**src/hdl/ihx_pkg.sv**
```systemverilog
// Shared types, constants and helpers for the Intel HEX record parser.
// No dependencies; compiled first.
package ihx_pkg;

    localparam int CHAR_W = 8;
    localparam int ADDR_W = 16;
    localparam int DATA_W = 8;
    localparam int KIND_W = 3;
    localparam int BUF_W  = 17;

    localparam logic [BUF_W-1:0] BUF_SIZE_RESET = 17'h10000;

    localparam logic [CHAR_W-1:0] CH_LF    = 8'h0A;
    localparam logic [CHAR_W-1:0] CH_SPACE = 8'h20;
    localparam logic [CHAR_W-1:0] CH_COLON = 8'h3A;
    localparam logic [CHAR_W-1:0] CH_0     = 8'h30;
    localparam logic [CHAR_W-1:0] CH_9     = 8'h39;
    localparam logic [CHAR_W-1:0] CH_LA    = 8'h61;
    localparam logic [CHAR_W-1:0] CH_LF_HEX = 8'h66;
    localparam logic [CHAR_W-1:0] CH_UA    = 8'h41;
    localparam logic [CHAR_W-1:0] CH_UF    = 8'h46;

    localparam logic [7:0] REC_TYPE_DATA = 8'h00;
    localparam logic [7:0] REC_TYPE_EOF  = 8'h01;

    typedef enum logic [2:0] {
        PH_LINE_START = 3'd0,
        PH_SKIP_LINE  = 3'd1,
        PH_LEN        = 3'd2,
        PH_ADDR       = 3'd3,
        PH_TYPE       = 3'd4,
        PH_DATA       = 3'd5,
        PH_CSUM       = 3'd6
    } t_phase;

    typedef enum logic [KIND_W-1:0] {
        K_WRITE     = 3'd0,
        K_DATA_OK   = 3'd1,
        K_EOF_OK    = 3'd2,
        K_SKIPPED   = 3'd3,
        K_CSUM_ERR  = 3'd4,
        K_OVERFLOW  = 3'd5
    } t_kind;

    typedef struct packed {
        t_kind               kind;
        logic [ADDR_W-1:0]   addr;
        logic [DATA_W-1:0]   data;
    } t_result;

    function automatic logic [3:0] digit_value(input logic [CHAR_W-1:0] c);
        logic [CHAR_W-1:0] d;
        begin
            d = '0;
            if (c >= CH_0 && c <= CH_9) begin
                d = c - CH_0;
            end else if (c >= CH_LA && c <= CH_LF_HEX) begin
                d = c - CH_LA + 8'd10;
            end else if (c >= CH_UA && c <= CH_UF) begin
                d = c - CH_UA + 8'd10;
            end
            return d[3:0];
        end
    endfunction

endpackage

```
**src/hdl/ihx_ifs.sv**
```systemverilog
// Valid/ready channel interfaces: character input, result output, config write.
// Depends on ihx_pkg.
interface ihx_char_if;
    logic                        valid;
    logic                        ready;
    logic [ihx_pkg::CHAR_W-1:0]  char_in;
    modport source (output valid, output char_in, input ready);
    modport sink   (input valid, input char_in, output ready);
endinterface

interface ihx_rec_if;
    logic                        valid;
    logic                        ready;
    logic [ihx_pkg::KIND_W-1:0]  kind;
    logic [ihx_pkg::ADDR_W-1:0]  write_address;
    logic [ihx_pkg::DATA_W-1:0]  write_data;
    modport source (output valid, output kind, output write_address, output write_data,
                    input ready);
    modport sink   (input valid, input kind, input write_address, input write_data,
                    output ready);
endinterface

interface ihx_cfg_if;
    logic                        valid;
    logic                        ready;
    logic [ihx_pkg::BUF_W-1:0]   buffer_size;
    modport source (output valid, output buffer_size, input ready);
    modport sink   (input valid, input buffer_size, output ready);
endinterface

```
**src/hdl/ihx_parse_core.sv**
```systemverilog
// Record parser state and next-state logic; one character per step.
// Depends on ihx_pkg.
module ihx_parse_core (
    input  logic                       i_clk,
    input  logic                       i_rst_n,
    input  logic                       i_step,
    input  logic [ihx_pkg::CHAR_W-1:0] i_char,
    input  logic [ihx_pkg::BUF_W-1:0]  i_buffer_size,
    output logic                       o_res_vld,
    output ihx_pkg::t_result           o_res,
    output logic                       o_halted
);
    import ihx_pkg::*;

    t_phase             r_phase, n_phase;
    logic [3:0]         r_high, n_high;
    logic               r_pend, n_pend;
    logic               r_idx, n_idx;
    logic [7:0]         r_left, n_left;
    logic [ADDR_W-1:0]  r_rec_addr, n_rec_addr;
    logic [ADDR_W-1:0]  r_next_addr, n_next_addr;
    logic [7:0]         r_type, n_type;
    logic [7:0]         r_sum, n_sum;
    logic               r_halted, n_halted;

    logic [3:0]         nib;
    logic [7:0]         byte_val;
    logic [7:0]         sum_b;
    logic [BUF_W-1:0]   rec_end;

    assign nib      = digit_value(i_char);
    assign byte_val = {r_high, nib};
    assign sum_b    = r_sum + byte_val;
    assign rec_end  = {1'b0, r_rec_addr} + {{(BUF_W-8){1'b0}}, r_left};

    always_comb begin
        n_phase     = r_phase;
        n_high      = r_high;
        n_pend      = r_pend;
        n_idx       = r_idx;
        n_left      = r_left;
        n_rec_addr  = r_rec_addr;
        n_next_addr = r_next_addr;
        n_type      = r_type;
        n_sum       = r_sum;
        n_halted    = r_halted;
        o_res_vld   = 1'b0;
        o_res.kind  = K_WRITE;
        o_res.addr  = r_rec_addr;
        o_res.data  = '0;

        if (i_step && !r_halted) begin
            if (i_char == CH_LF) begin
                n_phase = PH_LINE_START;
                n_pend  = 1'b0;
            end else if (r_phase == PH_LINE_START) begin
                if (i_char == CH_COLON) begin
                    n_sum   = '0;
                    n_pend  = 1'b0;
                    n_idx   = 1'b0;
                    n_phase = PH_LEN;
                end else if (i_char != CH_SPACE) begin
                    n_phase = PH_SKIP_LINE;
                end
            end else if (r_phase == PH_SKIP_LINE) begin
                n_phase = PH_SKIP_LINE;
            end else if (!r_pend) begin
                n_high = nib;
                n_pend = 1'b1;
            end else begin
                n_pend = 1'b0;
                n_sum  = sum_b;
                unique case (r_phase)
                    PH_LEN: begin
                        n_left  = byte_val;
                        n_idx   = 1'b0;
                        n_phase = PH_ADDR;
                    end
                    PH_ADDR: begin
                        if (!r_idx) begin
                            n_rec_addr = {byte_val, 8'h00};
                            n_idx      = 1'b1;
                        end else begin
                            n_rec_addr = {r_rec_addr[ADDR_W-1:8], byte_val};
                            n_idx      = 1'b0;
                            n_phase    = PH_TYPE;
                        end
                    end
                    PH_TYPE: begin
                        n_type      = byte_val;
                        n_next_addr = r_rec_addr;
                        if (byte_val == REC_TYPE_DATA && rec_end > i_buffer_size) begin
                            n_halted   = 1'b1;
                            o_res_vld  = 1'b1;
                            o_res.kind = K_OVERFLOW;
                        end else begin
                            n_phase = (r_left != 8'd0) ? PH_DATA : PH_CSUM;
                        end
                    end
                    PH_DATA: begin
                        if (r_type == REC_TYPE_DATA) begin
                            o_res_vld  = 1'b1;
                            o_res.kind = K_WRITE;
                            o_res.addr = r_next_addr;
                            o_res.data = byte_val;
                        end
                        n_next_addr = r_next_addr + 16'd1;
                        n_left      = r_left - 8'd1;
                        if (r_left == 8'd1) begin
                            n_phase = PH_CSUM;
                        end
                    end
                    PH_CSUM: begin
                        n_phase   = PH_SKIP_LINE;
                        o_res_vld = 1'b1;
                        if (sum_b != 8'd0) begin
                            n_halted   = 1'b1;
                            o_res.kind = K_CSUM_ERR;
                        end else if (r_type == REC_TYPE_DATA) begin
                            o_res.kind = K_DATA_OK;
                        end else if (r_type == REC_TYPE_EOF) begin
                            n_halted   = 1'b1;
                            o_res.kind = K_EOF_OK;
                        end else begin
                            o_res.kind = K_SKIPPED;
                        end
                    end
                    default: begin
                        n_phase = PH_SKIP_LINE;
                    end
                endcase
            end
        end
    end

    always_ff @(posedge i_clk) begin
        if (!i_rst_n) begin
            r_phase     <= PH_LINE_START;
            r_high      <= '0;
            r_pend      <= 1'b0;
            r_idx       <= 1'b0;
            r_left      <= '0;
            r_rec_addr  <= '0;
            r_next_addr <= '0;
            r_type      <= '0;
            r_sum       <= '0;
            r_halted    <= 1'b0;
        end else begin
            r_phase     <= n_phase;
            r_high      <= n_high;
            r_pend      <= n_pend;
            r_idx       <= n_idx;
            r_left      <= n_left;
            r_rec_addr  <= n_rec_addr;
            r_next_addr <= n_next_addr;
            r_type      <= n_type;
            r_sum       <= n_sum;
            r_halted    <= n_halted;
        end
    end

    assign o_halted = r_halted;

endmodule

```
**src/hdl/ihx_out_reg.sv**
```systemverilog
// Result register driving the output channel; holds a result until transferred.
// Depends on ihx_pkg and ihx_rec_if.
module ihx_out_reg (
    input  logic             i_clk,
    input  logic             i_rst_n,
    input  logic             i_load,
    input  ihx_pkg::t_result i_res,
    output logic             o_busy,
    ihx_rec_if.source        o_rec
);
    import ihx_pkg::*;

    logic    r_vld;
    t_result r_res;

    always_ff @(posedge i_clk) begin
        if (!i_rst_n) begin
            r_vld <= 1'b0;
        end else if (i_load) begin
            r_vld <= 1'b1;
        end else if (o_rec.ready) begin
            r_vld <= 1'b0;
        end
    end

    always_ff @(posedge i_clk) begin
        if (i_load) begin
            r_res <= i_res;
        end
    end

    assign o_busy              = r_vld && !o_rec.ready;
    assign o_rec.valid         = r_vld;
    assign o_rec.kind          = r_res.kind;
    assign o_rec.write_address = r_res.addr;
    assign o_rec.write_data    = r_res.data;

endmodule

```
**src/hdl/intel_hex_record_parser.sv**
```systemverilog
// Intel HEX record parser top level: input register, parser core, result register.
// Depends on ihx_pkg, ihx_ifs, ihx_parse_core, ihx_out_reg.
//
// Takes one character per clock cycle and sustains that rate indefinitely while
// results are taken. A character lands in the input register, is parsed by the
// core once the result register is not holding back an untaken result, and any
// result it causes is loaded into the result register at the end of the parse cycle.
// The input is stalled only while the input register is full and the result
// register holds a result that has not been transferred. buffer_size is written
// through the configuration channel, which is always ready, and must only be
// written while the parser is idle. After an end-of-file record, a checksum
// error or an overflow error, all input is consumed and ignored until reset.
module intel_hex_record_parser (
    input  logic        i_clk,
    input  logic        i_rst_n,
    ihx_char_if.sink    i_char,
    ihx_cfg_if.sink     i_cfg,
    ihx_rec_if.source   o_rec
);
    import ihx_pkg::*;

    logic               r_in_vld;
    logic [CHAR_W-1:0]  r_char;
    logic [BUF_W-1:0]   r_buffer_size;
    logic               out_busy;
    logic               advance;
    logic               res_vld;
    t_result            res;
    logic               halted;

    assign advance      = r_in_vld && !out_busy;
    assign i_char.ready = !r_in_vld || advance;
    assign i_cfg.ready  = 1'b1;

    always_ff @(posedge i_clk) begin
        if (!i_rst_n) begin
            r_in_vld <= 1'b0;
        end else if (i_char.ready) begin
            r_in_vld <= i_char.valid;
        end
    end

    always_ff @(posedge i_clk) begin
        if (i_char.ready && i_char.valid) begin
            r_char <= i_char.char_in;
        end
    end

    always_ff @(posedge i_clk) begin
        if (!i_rst_n) begin
            r_buffer_size <= BUF_SIZE_RESET;
        end else if (i_cfg.valid) begin
            r_buffer_size <= i_cfg.buffer_size;
        end
    end

    ihx_parse_core u_core (
        .i_clk         (i_clk),
        .i_rst_n       (i_rst_n),
        .i_step        (advance),
        .i_char        (r_char),
        .i_buffer_size (r_buffer_size),
        .o_res_vld     (res_vld),
        .o_res         (res),
        .o_halted      (halted)
    );

    ihx_out_reg u_out (
        .i_clk   (i_clk),
        .i_rst_n (i_rst_n),
        .i_load  (res_vld),
        .i_res   (res),
        .o_busy  (out_busy),
        .o_rec   (o_rec)
    );

    a_halted_silent: assert property (@(posedge i_clk) disable iff (!i_rst_n)
        halted |-> !res_vld)
        else $error("result produced while halted");

    a_stall_holds: assert property (@(posedge i_clk) disable iff (!i_rst_n)
        (r_in_vld && !advance) |=> (r_in_vld && $stable(r_char)))
        else $error("stalled character lost or changed");

    a_status_data_zero: assert property (@(posedge i_clk) disable iff (!i_rst_n)
        (res_vld && res.kind != K_WRITE) |-> (res.data == '0))
        else $error("status result carries nonzero data");

    a_no_overwrite: assert property (@(posedge i_clk) disable iff (!i_rst_n)
        res_vld |-> !out_busy)
        else $error("result register overwritten");

endmodule

```
**src/flat_wrapper.sv**
```systemverilog
// flat-port wrapper written by rule: the top's interface ports become plain ports
module intel_hex_record_parser_flat import ihx_pkg::*;
  (i_clk, i_rst_n, i_char_valid, i_char_char_in, i_char_ready, i_cfg_valid, i_cfg_buffer_size, i_cfg_ready, o_rec_valid, o_rec_kind, o_rec_write_address, o_rec_write_data, o_rec_ready);
  ihx_char_if i_char_i ();
  ihx_cfg_if i_cfg_i ();
  ihx_rec_if o_rec_i ();
  input  logic i_clk;
  input  logic i_rst_n;
  input wire logic [$bits(i_char_i.valid)-1:0] i_char_valid;
  input wire logic [$bits(i_char_i.char_in)-1:0] i_char_char_in;
  output wire logic [$bits(i_char_i.ready)-1:0] i_char_ready;
  input wire logic [$bits(i_cfg_i.valid)-1:0] i_cfg_valid;
  input wire logic [$bits(i_cfg_i.buffer_size)-1:0] i_cfg_buffer_size;
  output wire logic [$bits(i_cfg_i.ready)-1:0] i_cfg_ready;
  output wire logic [$bits(o_rec_i.valid)-1:0] o_rec_valid;
  output wire logic [$bits(o_rec_i.kind)-1:0] o_rec_kind;
  output wire logic [$bits(o_rec_i.write_address)-1:0] o_rec_write_address;
  output wire logic [$bits(o_rec_i.write_data)-1:0] o_rec_write_data;
  input wire logic [$bits(o_rec_i.ready)-1:0] o_rec_ready;
  assign i_char_i.valid = i_char_valid;
  assign i_char_i.char_in = i_char_char_in;
  assign i_char_ready = i_char_i.ready;
  assign i_cfg_i.valid = i_cfg_valid;
  assign i_cfg_i.buffer_size = i_cfg_buffer_size;
  assign i_cfg_ready = i_cfg_i.ready;
  assign o_rec_valid = o_rec_i.valid;
  assign o_rec_kind = o_rec_i.kind;
  assign o_rec_write_address = o_rec_i.write_address;
  assign o_rec_write_data = o_rec_i.write_data;
  assign o_rec_i.ready = o_rec_ready;
  intel_hex_record_parser u_core (.i_clk(i_clk), .i_rst_n(i_rst_n), .i_char(i_char_i), .i_cfg(i_cfg_i), .o_rec(o_rec_i));
endmodule
```
**config.mk**
```make
export PLATFORM = sky130hd
export DESIGN_NAME = intel_hex_record_parser_flat
export DESIGN_NICKNAME = d
export VERILOG_FILES = /design/src/hdl/ihx_pkg.sv /design/src/hdl/ihx_ifs.sv /design/src/hdl/ihx_parse_core.sv /design/src/hdl/ihx_out_reg.sv /design/src/hdl/intel_hex_record_parser.sv /design/src/flat_wrapper.sv
export SDC_FILE = /design/constraint.sdc
export NUM_CORES = 1
export LEC_CHECK = 0
export BUFFER_PORTS_ARGS = -buffer_cell sky130_fd_sc_hd__buf_2
export CORE_ASPECT_RATIO = 1.1
export CORE_MARGIN = 1
export CORE_UTILIZATION = 40
export CTS_CLUSTER_DIAMETER = 30
export CTS_CLUSTER_SIZE = 8
export DETAILED_ROUTE_END_ITERATION = 7
export PLACE_DENSITY = 0.64
export SETUP_SLACK_MARGIN = 0.15
export SLEW_MARGIN = 20
export SYNTH_ARGS = -nofsm -noshare
export SYNTH_HDL_FRONTEND = slang
export SYNTH_SLANG_ARGS = --single-unit
```
**constraint.sdc**
```tcl
create_clock -name i_clk -period 5.8 [get_ports i_clk]
set_input_delay 0 -clock i_clk [delete_from_list [all_inputs] [get_ports i_clk]]
set_output_delay 0 -clock i_clk [all_outputs]
set_load 0.02 [all_outputs]
```
[After elaboration in Yosys (flattened, before gate mapping)]
Index checks and enable logic that the tools add are counted.
Word-level totals
  bits in registers: 120
  input port bits: 30
  logic and storage cells: 160
Operators by class
  add/subtract/negate cells: 9
  $lt $le $gt $ge: 7
  equality and inequality tests: 22
  mux-type cells: 58
  bitwise logic cells: 8
  reduce and logical (&&, ||, !) cells: 38
Operator list (number)
  two-way mux 24 bit: 7
  two-way mux 8 bit: 5
  AND reduction 6 bit: 6
  two-way mux 3 bit: 11
  one-hot mux 16 bit (2 select lines): 1
  two-way mux 1 bit: 23
  adder 16 x 8 -> 17 bit: 1
  > comparator 17 bit: 1
  adder 16 x 1 -> 16 bit (second input constant): 1
  equality test 8 x 1 -> 1 bit (second input constant): 2
  >= comparator 8 x 7 -> 1 bit (second input constant): 2
  less-or-equal comparator 8 x 7 -> 1 bit (second input constant): 2
  logical NOT 8 bit: 2
  one-hot mux 8 bit (2 select lines): 1
  nonzero test 8 bit: 2
  != test 5 bit (second input constant): 3
  two-way mux 4 bit: 3
  one-hot mux 3 bit (4 select lines): 1
  subtractor 4 x 1 -> 4 bit (second input constant): 3
  AND reduction 5 bit: 2
  nonzero test 2 bit: 5
  equality test 3 bit (second input constant): 3
  != test 3 bit (second input constant): 3
  one-hot mux 3 bit (3 select lines): 1
  other kinds (29): 51

[Depth between registers and ports, before layout]
Gate-level depths: netlist of the first run.
  word-level depth: 15
  gate-level depth with buffers: 18

[Cells and area by module]
Synthesis of the first run repeated with hierarchy kept, for this count alone.
Unflattened totals
  cell total of the unflattened synthesis: 774
  area total of the unflattened synthesis: 6840.3 sq um
By module, submodules not included
  ihx_parse_core: times used 1, cells an instance 674, area each 5039.8 sq um
  intel_hex_record_parser: times used 1, cells an instance 70, area each 948.4 sq um
  ihx_out_reg: times used 1, cells an instance 30, area each 852.1 sq um

[Worst setup path before layout of the first run]
OpenSTA, ideal clock, no wires.
  path type: register to register
  start point: register u_core.u_core.r_left[0]
  end point: register u_core.u_out.r_res, in the netlist u_core.u_out.o_rec.kind[0] (enable)
  library setup time: 0.420 ns
  arrival: 4.691 ns
  slack: 0.689 ns
  stages on the path, launching flop included: 19
  buffers on the path: 0
  cell sequence: dfxtp_1 > ha_1 > inv_1 > fa_1 > nor2b_1 > o21ai_0 > a21boi_0 > o21a_1 > o41ai_1 > nor3_1 > xor2_1 > ha_1 > nand4_1 > nor3_1 > a21boi_0 > or4b_2 > a41o_1 > nand2_1 > a21oi_1
Between the ends
  longest elaborated chain between the ends: 10
RTL lines
  start, declared: RTL line ihx_parse_core.sv:19  | logic [7:0] r_left, n_left;
  start signal, assigned: RTL line ihx_parse_core.sv:153  | r_left <= n_left;
  adder 16 x 8 -> 17 bit: RTL line ihx_parse_core.sv:34  | assign rec_end = {1'b0, r_rec_addr} + {{(BUF_W-8){1'b0}}, r_left};
  > comparator 17 bit: RTL line ihx_parse_core.sv:92  | if (byte_val == REC_TYPE_DATA && rec_end > i_buffer_size) begin
  logical AND 1 bit: RTL line ihx_parse_core.sv:92
  two-way mux 1 bit: RTL line ihx_parse_core.sv:92
  one-hot mux 1 bit (3 select lines): RTL line ihx_parse_core.sv:73  | unique case (r_phase)
  two-way mux 1 bit: RTL line ihx_parse_core.sv:67  | end else if (!r_pend) begin
  two-way mux 1 bit: RTL line ihx_parse_core.sv:65  | end else if (r_phase == PH_SKIP_LINE) begin
  two-way mux 1 bit: RTL line ihx_parse_core.sv:56  | end else if (r_phase == PH_LINE_START) begin
  two-way mux 1 bit: RTL line ihx_parse_core.sv:53  | if (i_char == CH_LF) begin
  two-way mux 1 bit: RTL line ihx_parse_core.sv:52  | if (i_step && !r_halted) begin
  net u_core.res_vld: RTL line intel_hex_record_parser.sv:27  | logic res_vld;
  end signal, assigned: RTL line ihx_out_reg.sv:28  | r_res <= i_res;
  end, declared: RTL line ihx_out_reg.sv:14  | t_result r_res;
The timed path passes the listed nets, and every way through them passes these cells.
A chain may end at the register's enable or synchronous reset.

[Worst setup path in the final report of the first run]
  start point: register u_core.u_core.r_left[0]
  end point: register u_core.u_out.r_res, in the netlist u_core.u_out.o_rec.write_address[11] (enable)
The elaborated chain is that of the path after synthesis.

==> flow_metrics.py, run 1 <==
metrics = {
    "logic_synthesis": {
        "synth_common_cells": "nor2_1 (99), dfxtp_1 (85), a21oi_1 (67)",
        "yosysMostFrequentCell": "nor2_1",
        "syn_inst": 762,
        "synth_seq_cells": 120,
        "synth_edf_count": 35,
        "synth_area_leaders": "dfxtp_1 (25%), edfxtp_1 (16%), ha_1 (7.3%)",
        "ys_types": 70,
        "yosys_warnings": 0,
        "synthesis.area_um2": 6720,
        "synth_area_leader_cell": "dfxtp_1",
        "syn_area_per_cell_um2": 8.819,
        "synth_flop_cell": "dfxtp_1",
        "ys_seq_area_share_pct": 40.96,
        "synthesis.nets": 833,
        "synth_top_area_share_pct": 25.32,
        "ys_async_sr_fraction_pct": 0,
    },
    "finish": {
        "synthToLayoutAreaGrowth_pct": 19.08,
        "diodes": 0,
        "final.fill_count": 1571,
        "final_cell_area_um2": 8003,
        "fin_util_pct": 48.89,
        "nNetsFinal": 910,
        "drive_above_1_share_pct": 15.02,
    },
    "flow_run": {
        "cap_violations": 0,
    },
    "sta": {
        "worst_pin_slew_ns": 0.9521,
        "fin_ws_ns": 0.8842,
        "rsz0062_at_grt": "no",
        "post-route-period-util_pct": 84.75,
        "hold_viol_final": 0,
        "setup_viol": 0,
        "finClkSkew_ns": 0.009028,
        "slew_headroom_pct": 36.52,
        "max_freq_mhz": 203.4,
        "fin_setup_tns_ns": 0,
        "slew_violations": 0,
        "fin_crit_ns": 4.916,
    },
    "power": {
        "powerDensity_nw_per_um2": 250.6,
        "total_power_mw": 2.006,
        "ir_worst_vdd_mv": 0.1875,
        "p_leak_nw": 3.260,
    },
    "clocking": {
        "cts_resized": 0,
        "cts_tree": "built",
        "h-tree-depth": 4,
        "cts.sinks": 120,
        "clkLatencyLatePin_ns": 0.42,
        "clk_pin_slew_ns": 0.06,
        "cts_root_buf": "clkbuf_16",
        "cts_buffer_depth": 2,
        "numCtsBuffers": 17,
    },
    "routing": {
        "antenna_left": 0,
        "vias_per_cell": 5.497,
        "num_vias": 5805,
        "wirelength_um": 17040,
        "post_drt_wl_per_cell_um": 16.14,
        "drt_first_pass_iters": 7,
        "drcViolationCount": 2,
        "drt_iter0_drc": 367,
    },
    "global_route": {
        "grt_pass1_wl_um": 27490,
        "grt_pass1_vias": 5409,
        "overflow": 0,
        "grtUsageTotal_pct": 20.68,
        "antenna_found_initial": 0,
        "met1_usage_pct": 25.31,
        "use_met2_pct": 35.40,
        "gr-usage-met3_pct": 3.858,
        "busiest_layer": "met2",
        "grt_max_degree": 80,
    },
    "floorplan": {
        "dieArea_um2": 17320,
        "core_area_um2": 16370,
        "num_io_pins": 60,
        "initial_core_util_pct": 41.05,
        "die_h_um": 137.9,
        "rows": 49,
        "die_w_um": 125.6,
    },
    "worst_hold_path": {
        "worstHoldPathType": "input port to register",
    },
    "setup_path": {
        "crit_slowest_cell": "or4b_2",
        "critPathBufInv": 2,
        "rr_endpoint": "u_core.u_out.o_rec.write_address[11]$_DFFE_PP_",
        "end_kind": "register",
        "crit_type": "register to register",
        "r2r_cells": 19,
        "r2r_slack_ns": 0.88,
        "crit_family": "compound AO/OA/AOI/OAI gates",
        "endpoint": "u_core.u_out.o_rec.write_address[11]$_DFFE_PP_",
        "required_ns": 5.94,
        "cp_max_fo": 27,
        "crit_start": "u_core.u_core.r_left[0]$_SDFFE_PN0P_",
        "path_cells": "ha_1, inv_1, fa_1, nor2b_1, o21ai_0, a21boi_0, o21a_1, o41ai_1, nor3_1, xor2_1, ha_1, nand4_1, nor3_1, a21boi_0, or4b_2, a41o_1, nand2_1, a21oi_2, buf_4",
        "r2r_start": "u_core.u_core.r_left[0]$_SDFFE_PN0P_",
        "start_kind": "register",
        "path_depth": 19,
        "cp.arrival_ns": 5.05,
        "critical-path-max-stage-delay_ns": 0.70,
    },
    "placement": {
        "placed_area_um2": 7136,
        "dp_hpwl_um": 11720,
        "io_buffers": 58,
        "place_congestion": 0.9041,
        "place_ws_ns": 0.9320,
    },
    "status": {
        "violations": "design-rule violations",
        "status": "finished with violations",
    },
}
placed cells by master, fill, tap and decap left out, types with 4 or more instances in the layout:
cell type	n
nor2b_1	8
ha_1	39
a31oi_1	7
buf_4	6
nand2_1	58
clkbuf_16	18
a21o_1	5
a22oi_1	11
nor2_1	99
nor3_1	21
nand4_1	13
xor2_1	5
dlygate4sd3_1	29
and3_1	10
o21bai_1	4
edfxtp_1	35
o21ai_0	42
nor3b_1	5
mux2i_1	23
or3_1	5
nand3_1	27
inv_1	42
buf_2	58
xnor2_1	14
o22ai_1	4
mux2_2	15
a211oi_1	11
nor4_1	6
dfxtp_1	85
a21oi_1	66
o211ai_1	4
area by class of cell:
type | instances | area, um2 | share of cell area (%)
Multi-Input combinational cell | 564 | 3631 | 45.37
Tap cell | 204 | 255.2 | 3.189
Inverter | 43 | 161.4 | 2.017
Clock buffer | 22 | 485.5 | 6.066
Timing Repair Buffer | 93 | 625.6 | 7.817
Clock inverter | 10 | 91.34 | 1.141
Sequential cell | 120 | 2753 | 34.40
tightest hold or removal path: stages:
cell and delay (ns):
buf_2 0.08, nor2b_1 0.08, a211oi_1 0.19, nor2_1 0.05
worst min path at each step:
| stage | from | to | slack (ns) | depth (start not counted) |
|---|---|---|---|---|
| after floorplan | i_char_char_in[0] | u_core.r_char[0]$_DFFE_PP_ | 0.1 | 0 |
| after global placement | i_char_char_in[0] | u_core.r_char[0]$_DFFE_PP_ | 0.18 | 1 |
| after detailed placement | i_char_char_in[4] | u_core.r_char[4]$_DFFE_PP_ | 0.18 | 1 |
| after CTS | o_rec_ready | u_core.u_out.o_rec.valid$_SDFFE_PN0P_ | 0.02 | 4 |
| after global routing | o_rec_ready | u_core.u_out.o_rec.valid$_SDFFE_PN0P_ | 0.12 | 4 |
| final | o_rec_ready | u_core.u_out.o_rec.valid$_SDFFE_PN0P_ | 0.03 | 4 |
state kept, by name (all words and copies together), names as in the netlist, 8 cells and up:
signal                            count
u_core.u_core.r_left                  8
u_core.u_core.r_sum                   8
u_core.r_char                         8
u_core.u_core.r_rec_addr             16
u_core.u_core.r_next_addr            16
u_core.r_buffer_size                 17
u_core.u_out.o_rec.write_address     16
u_core.u_out.o_rec.write_data         8
u_core.u_core.r_type                  8
logic make-up after synthesis:
logic type	Yosys count	synth area share, %
mux	38	5.939
compound gates	183	16.81
flops	120	40.96
buf+inv	78	5.064
fa+ha+maj	41	7.857
other cells	1	0.05580
simple gates	281	20.50
xor+xnor	20	2.811
through the flow:
stage / instances / hold slack (ns)
final: 1056 / 0.03034
after global routing: 1056 / 0.1204
after CTS: 1056 / 0.01714
after detailed placement: 995 / 0.1781
after global placement: 995 / 0.1768
after floorplan: 762 / 0.09887
power breakdown:
part,switching (mW),total (mW),internal (mW),leakage [nW]
sequential,0.0129,0.886,0.873,1.08
combinational,0.0528,0.0983,0.0455,1.91
clock,0.386,1.02,0.636,0.273
total,0.451,2.01,1.55,3.26
what timing repair did:
action,CTS,global route
buffers inserted,0,0
hold buffers,29,0
hold endpoints to repair,31,0
routing by layer:
layer  up-vias  part of all wire, %
met3        31                  4.6
met2       168                   48
li1       2899                    -
met5         -                    0
met1      2707                   45
met4         0                  2.6
No activity file was read; power rests on OpenSTA's default activity.
==> run 2: changes to the inputs <==
- clock period: 5.8 -> 5.1 ns (I/O delays scaled with it)
==> flow_metrics.py, run 2 (synthesized netlist as in run 1, its figures left out) <==
metrics = {
    "finish": {
        "largest_register": "u_core.r_buffer_size",
        "diodes": 0,
        "final_common_cell": "nor2_1",
        "regArea_um2": 2753,
        "final.fill_count": 1574,
        "mostFrequentLayoutCells": "nor2_1 (99), dfxtp_1 (85), a21oi_1 (66)",
        "largest_register_ffs": 17,
        "synthToLayoutAreaGrowth_pct": 18.80,
        "drive_above_1_share_pct": 15.11,
        "stdcell_count": 1058,
        "multi_input_area_um2": 3638,
        "nNetsFinal": 912,
    },
    "sta": {
        "post-route-period-util_pct": 90.00,
        "worst_pin_slew_ns": 0.7125,
        "slew_violations": 0,
        "fin_crit_ns": 4.590,
        "max_freq_mhz": 217.9,
        "slew_headroom_pct": 52.44,
        "fin_setup_tns_ns": 0,
        "rsz0062_at_grt": "no",
        "hold_viol_final": 0,
        "setup_viol": 0,
        "finClkSkew_ns": 0.006658,
    },
    "setup_path": {
        "crit_slowest_cell": "or4b_2",
        "cp.arrival_ns": 4.75,
        "end_kind": "register",
        "start_kind": "register",
        "required_ns": 5.26,
        "cp_max_fo": 27,
        "crit_type": "register to register",
        "crit_family": "simple AND/OR/NAND/NOR gates",
        "critPathBufInv": 2,
        "critical-path-max-stage-delay_ns": 0.70,
        "path_cells": "ha_1, inv_1, fa_1, nor2b_1, o21ai_0, a21boi_0, o21a_1, o41ai_2, nor3_1, xor2_1, ha_1, nand4_1, nor3_1, a21boi_0, or4b_2, a41o_1, nand2_1, a21oi_2, buf_6",
    },
    "worst_hold_path": {
        "worstHoldPathType": "input port to register",
    },
    "placement": {
        "place_congestion": 0.8618,
        "io_buffers": 58,
        "dpl.cell_count": 997,
        "dp_hpwl_um": 11710,
    },
    "power": {
        "powerDensity_nw_per_um2": 276.9,
        "ir_worst_vdd_mv": 0.2359,
        "p_leak_nw": 3.266,
    },
    "clocking": {
        "cts_buffer_depth": 2,
        "cts_root_buf": "clkbuf_16",
        "cts.sinks": 120,
        "clkLatencyLatePin_ns": 0.43,
        "cts_tree": "built",
        "h-tree-depth": 4,
        "clk_pin_slew_ns": 0.05,
        "numCtsBuffers": 17,
    },
    "global_route": {
        "antenna_found_initial": 0,
        "overflow": 0,
        "grt_pass1_vias": 5460,
        "grt_pass1_wl_um": 27640,
        "grt_max_degree": 55,
        "grtUsageTotal_pct": 20.75,
    },
    "floorplan": {
        "num_io_pins": 60,
        "initial_core_util_pct": 41.05,
        "core_area_um2": 16370,
        "rows": 49,
        "die_w_um": 125.6,
        "die_h_um": 137.9,
        "dieArea_um2": 17320,
    },
    "routing": {
        "wirelength_um": 17130,
        "num_vias": 5814,
        "drt_iter0_drc": 417,
        "post_drt_wl_per_cell_um": 16.19,
        "vias_per_cell": 5.495,
        "drt_first_pass_iters": 8,
        "antenna_left": 0,
        "drcViolationCount": 3,
    },
    "status": {
        "violations": "design-rule violations",
        "status": "finished with violations",
    },
    "flow_run": {
        "cap_violations": 0,
    },
}
==> run 2: changes by cell type in the layout (fill, tap and decap cells not counted), sizes merged <==
cell,delta
clkbuf,-1
clkinv,+4
inv,-2
buf,+2
clkinvlp,-1
==> run 2: final cells by class <==
| type | instances | area share [%] |
|---|---|---|
| inverters | 43 | 2.022 |
| multi-input cells | 564 | 45.57 |
| flip-flops and latches | 120 | 34.48 |
| clock buffers | 21 | 5.642 |
| repair buffers | 95 | 8.071 |
| well taps | 204 | 3.197 |
| clock inverters | 11 | 1.019 |
==> run 2: worst reg2reg max path: cells and delay by family, from the launching register on <==
family	cells	cell delay, ns
buffers and inverters	2	0.24
and+or+nand+nor	6	1.44
xor gates and xnor gates	1	0.17
AOI/OAI and AO/OA	7	1.15
adders and majority gates	3	0.86
DFF	1	0.44
==> run 2: routing by layer <==
layer	up-vias	share of wire [%]	global-route usage (%)
li1	2903	-	-
met1	2702	44	24.98
met2	176	49	35.19
met3	33	5.0	5.054
met4	0	2.4	9.621
met5	-	0	0
==> run 2: final timing paths <==
path,from,to,slack [ns],cells past startpoint
max,u_core.u_core.r_left[0]$_SDFFE_PN0P_,u_core.u_out.o_rec.write_address[13]$_DFFE_PP_,0.51,19
min,o_rec_ready,u_core.u_out.o_rec.valid$_SDFFE_PN0P_,0.04,4
max reg2reg,u_core.u_core.r_left[0]$_SDFFE_PN0P_,u_core.u_out.o_rec.write_address[13]$_DFFE_PP_,0.51,19
min reg2reg,u_core.u_core.r_rec_addr[1]$_SDFFE_PN0P_,u_core.u_core.r_rec_addr[1]$_SDFFE_PN0P_,0.48,2
==> run 2: stage by stage <==
step                      power (mW)  setup slack [ns]  util [%]  hold slack, ns  instance area, um2
after CTS                      2.228            0.2218     48.70         0.02853                7973
after global routing           2.289            0.2312     48.77          0.1387                7984
final                          2.211            0.5102     48.77         0.03958                7984
after floorplan                1.088            0.5197         -         0.09887                6724
after global placement         1.122            0.3246     43.68          0.1764                7151
after detailed placement       1.122            0.2735     43.68          0.1781                7151
==> run 2: timing repair <==
| item | 4_1_cts | 5_1_grt |
|---|---|---|
| buffers inserted | 0 | 0 |
| hold buffers | 29 | 0 |
| setup endpoints to repair | 0 | 27 |
| endpoints found under the hold margin | 31 | 0 |
| gates resized for setup | 0 | 2 |
==> run 2: report_power, final <==
part | switching [mW] | leakage [nW] | total (mW) | internal, mW
Combinational | 0.0596 | 1.93 | 0.112 | 0.0528
Clock | 0.421 | 0.259 | 1.09 | 0.670
Sequential | 0.0146 | 1.08 | 1.01 | 0.993
==> run 3: changes to the inputs <==
- CORE_UTILIZATION: 40 -> 45
- PLACE_DENSITY: 0.64 -> 0.7
- SYNTH_HIERARCHICAL: unset -> 1
==> flow_metrics.py, run 3 <==
metrics = {
    "finish": {
        "fin_util_pct": 55.70,
        "mostFrequentLayoutCells": "nor2_1 (94), dfxtp_1 (85), a21oi_1 (67)",
        "synthToLayoutAreaGrowth_pct": 19.04,
        "drive_above_1_share_pct": 14.73,
        "final_common_cell": "nor2_1",
        "nNetsFinal": 920,
        "largest_register": "u_core/r_buffer_size",
        "diodes": 0,
        "largest_register_ffs": 17,
    },
    "logic_synthesis": {
        "syn_inst": 774,
        "synth_area_leader_cell": "dfxtp_1",
        "yosys_warnings": 6,
        "synth_common_cells": "nor2_1 (94), dfxtp_1 (85), a21oi_1 (67)",
        "synthesis.nets": 845,
        "synth_flop_cell": "dfxtp_1",
        "synth_edf_count": 35,
        "ys_seq_area_share_pct": 40.24,
        "ys_types": 73,
        "yosysMostFrequentCell": "nor2_1",
        "synth_seq_cells": 120,
        "syn_area_per_cell_um2": 8.838,
        "synth_area_leaders": "dfxtp_1 (25%), edfxtp_1 (15%), ha_1 (7.1%)",
        "ys_async_sr_fraction_pct": 0,
        "synth_top_area_share_pct": 24.88,
        "synthesis.area_um2": 6840,
    },
    "sta": {
        "fin_setup_tns_ns": 0,
        "post-route-period-util_pct": 89.96,
        "fin_crit_ns": 4.588,
        "slew_headroom_pct": 35.94,
        "finClkSkew_ns": 0.008470,
        "worst_pin_slew_ns": 0.9597,
        "slew_violations": 0,
        "max_freq_mhz": 218.0,
        "rsz0062_at_grt": "no",
        "hold_viol_final": 0,
        "setup_viol": 0,
    },
    "worst_hold_path": {
        "min_from": "i_rst_n",
        "worstHoldPathType": "input port to register",
        "whs_endpoint": "u_core/r_buffer_size[16]$_SDFFE_PN1P_",
        "whs_path_depth": 2,
    },
    "setup_path": {
        "critical-path-max-stage-delay_ns": 0.46,
        "crit_family": "simple AND/OR/NAND/NOR gates",
        "required_ns": 5.42,
        "end_kind": "register",
        "r2r_slack_ns": 0.51,
        "cp.arrival_ns": 4.91,
        "r2r_cells": 20,
        "critPathBufInv": 2,
        "cp_max_fo": 16,
        "start_kind": "register",
        "crit_slowest_cell": "dfxtp_1",
        "r2r_start": "u_core/u_core/r_left[0]$_SDFFE_PN0P_",
        "rr_endpoint": "u_core/u_out/o_rec.valid$_SDFFE_PN0P_",
        "crit_type": "register to register",
        "path_cells": "ha_1, inv_1, fa_1, nor2b_1, o21ai_0, a21boi_1, o21a_1, o41ai_2, nor4_1, xor2_1, ha_1, nand4_1, nor4_1, a221oi_1, nor4b_4, a21oi_2, o21ai_1, and3_1, buf_4, o21a_1",
    },
    "power": {
        "p_leak_nw": 3.181,
        "powerDensity_nw_per_um2": 293.5,
        "ir_worst_vdd_mv": 0.1952,
        "total_power_mw": 2.390,
    },
    "routing": {
        "post_drt_wl_per_cell_um": 16.42,
        "drt_iter0_drc": 436,
        "vias_per_cell": 5.636,
        "drt_first_pass_iters": 5,
        "num_vias": 5940,
        "drcViolationCount": 0,
        "antenna_left": 0,
        "wirelength_um": 17300,
    },
    "clocking": {
        "numCtsBuffers": 17,
        "cts_buffer_depth": 2,
        "cts_root_buf": "clkbuf_16",
        "clkLatencyLatePin_ns": 0.42,
        "cts.sinks": 120,
        "cts_resized": 0,
        "clk_pin_slew_ns": 0.06,
        "cts_tree": "built",
        "h-tree-depth": 4,
    },
    "global_route": {
        "overflow": 0,
        "grt_pass1_wl_um": 27890,
        "grtUsageTotal_pct": 22.76,
        "grt_pass1_vias": 5651,
        "antenna_found_initial": 0,
        "grt_max_degree": 35,
    },
    "placement": {
        "dp_hpwl_um": 11860,
        "place_congestion": 0.9049,
        "io_buffers": 58,
    },
    "floorplan": {
        "rows": 46,
        "dieArea_um2": 15700,
        "die_h_um": 131.3,
        "core_area_um2": 14620,
        "initial_core_util_pct": 46.79,
        "num_io_pins": 60,
        "die_w_um": 119.6,
    },
    "status": {
        "status": "finished, final reports clean",
    },
    "flow_run": {
        "cap_violations": 0,
    },
}
run 3: what timing repair did:
item,in CTS,in global routing
setup endpoints to repair,0,0
hold buffers,28,0
buffers inserted,0,0
endpoints found under the hold margin,27,0
run 3: how the worst max path moves through the flow:
| stage | from | to | slack, ns | depth (start not counted) |
|---|---|---|---|---|
| finish | u_core/u_core/r_left[0]$_SDFFE_PN0P_ | u_core/u_out/o_rec.valid$_SDFFE_PN0P_ | 0.51 | 20 |
| detailed placement | u_core/u_core/r_left[0]$_SDFFE_PN0P_ | u_core/u_out/o_rec.valid$_SDFFE_PN0P_ | 0.59 | 20 |
| floorplan | u_core/u_core/r_left[0]$_SDFFE_PN0P_ | u_core/u_out/o_rec.kind[0]$_DFFE_PP_ | 0.65 | 18 |
| global route | u_core/u_core/r_left[0]$_SDFFE_PN0P_ | u_core/u_out/o_rec.valid$_SDFFE_PN0P_ | 0.23 | 20 |
| global placement | u_core/u_core/r_left[0]$_SDFFE_PN0P_ | u_core/u_out/o_rec.valid$_SDFFE_PN0P_ | 0.71 | 20 |
| CTS | u_core/u_core/r_left[0]$_SDFFE_PN0P_ | u_core/u_out/o_rec.valid$_SDFFE_PN0P_ | 0.57 | 20 |
run 3: metal layers:
layer  track usage (%)  up-vias  wire length, um
li1                  -     2944                -
met1             26.80     2779             7342
met2             38.09      175             8403
met3             5.469       42              878
met4             11.81        0              680
met5                 0        -                0
run 3: final cells by class:
type	instances	area, um2
clock buffers	18	450.4
clock inverters	14	170.2
fillers	1355	6476
inverters	43	163.9
multi-input cells	574	3742
flip-flops and latches	120	2753
well taps	192	240.2
repair buffers	93	623.1
run 3: logic make-up after synthesis:
logic type	count (synthesis)	synth area share, %
AO/OA/AOI/OAI	196	18.51
XOR/XNOR	17	2.177
adder cells (fa/ha/maj)	41	7.719
buffers and inverters	80	5.048
flip-flops	120	40.24
multiplexers	36	5.542
other	1	0.05482
AND/OR/NAND/NOR	283	20.71
run 3: stage by stage:
stage	instance area, um2	worst slack [ns]	instances	hold slack [ns]
after floorplan	6840	0.6513	774	0.09887
after global placement	7242	0.7091	994	0.1765
after detailed placement	7242	0.5893	994	0.1781
after CTS	8143	0.5672	1054	0.02012
after global routing	8143	0.2334	1054	0.05715
final	8143	0.5119	1054	0.03807
run 3: report_power, final:
| part | leakage, nW | internal (mW) | switching, mW | total [mW] |
|---|---|---|---|---|
| clock | 0.294 | 0.798 | 0.453 | 1.25 |
| combinational | 1.83 | 0.0589 | 0.0689 | 0.128 |
| sequential | 1.06 | 0.992 | 0.0183 | 1.01 |
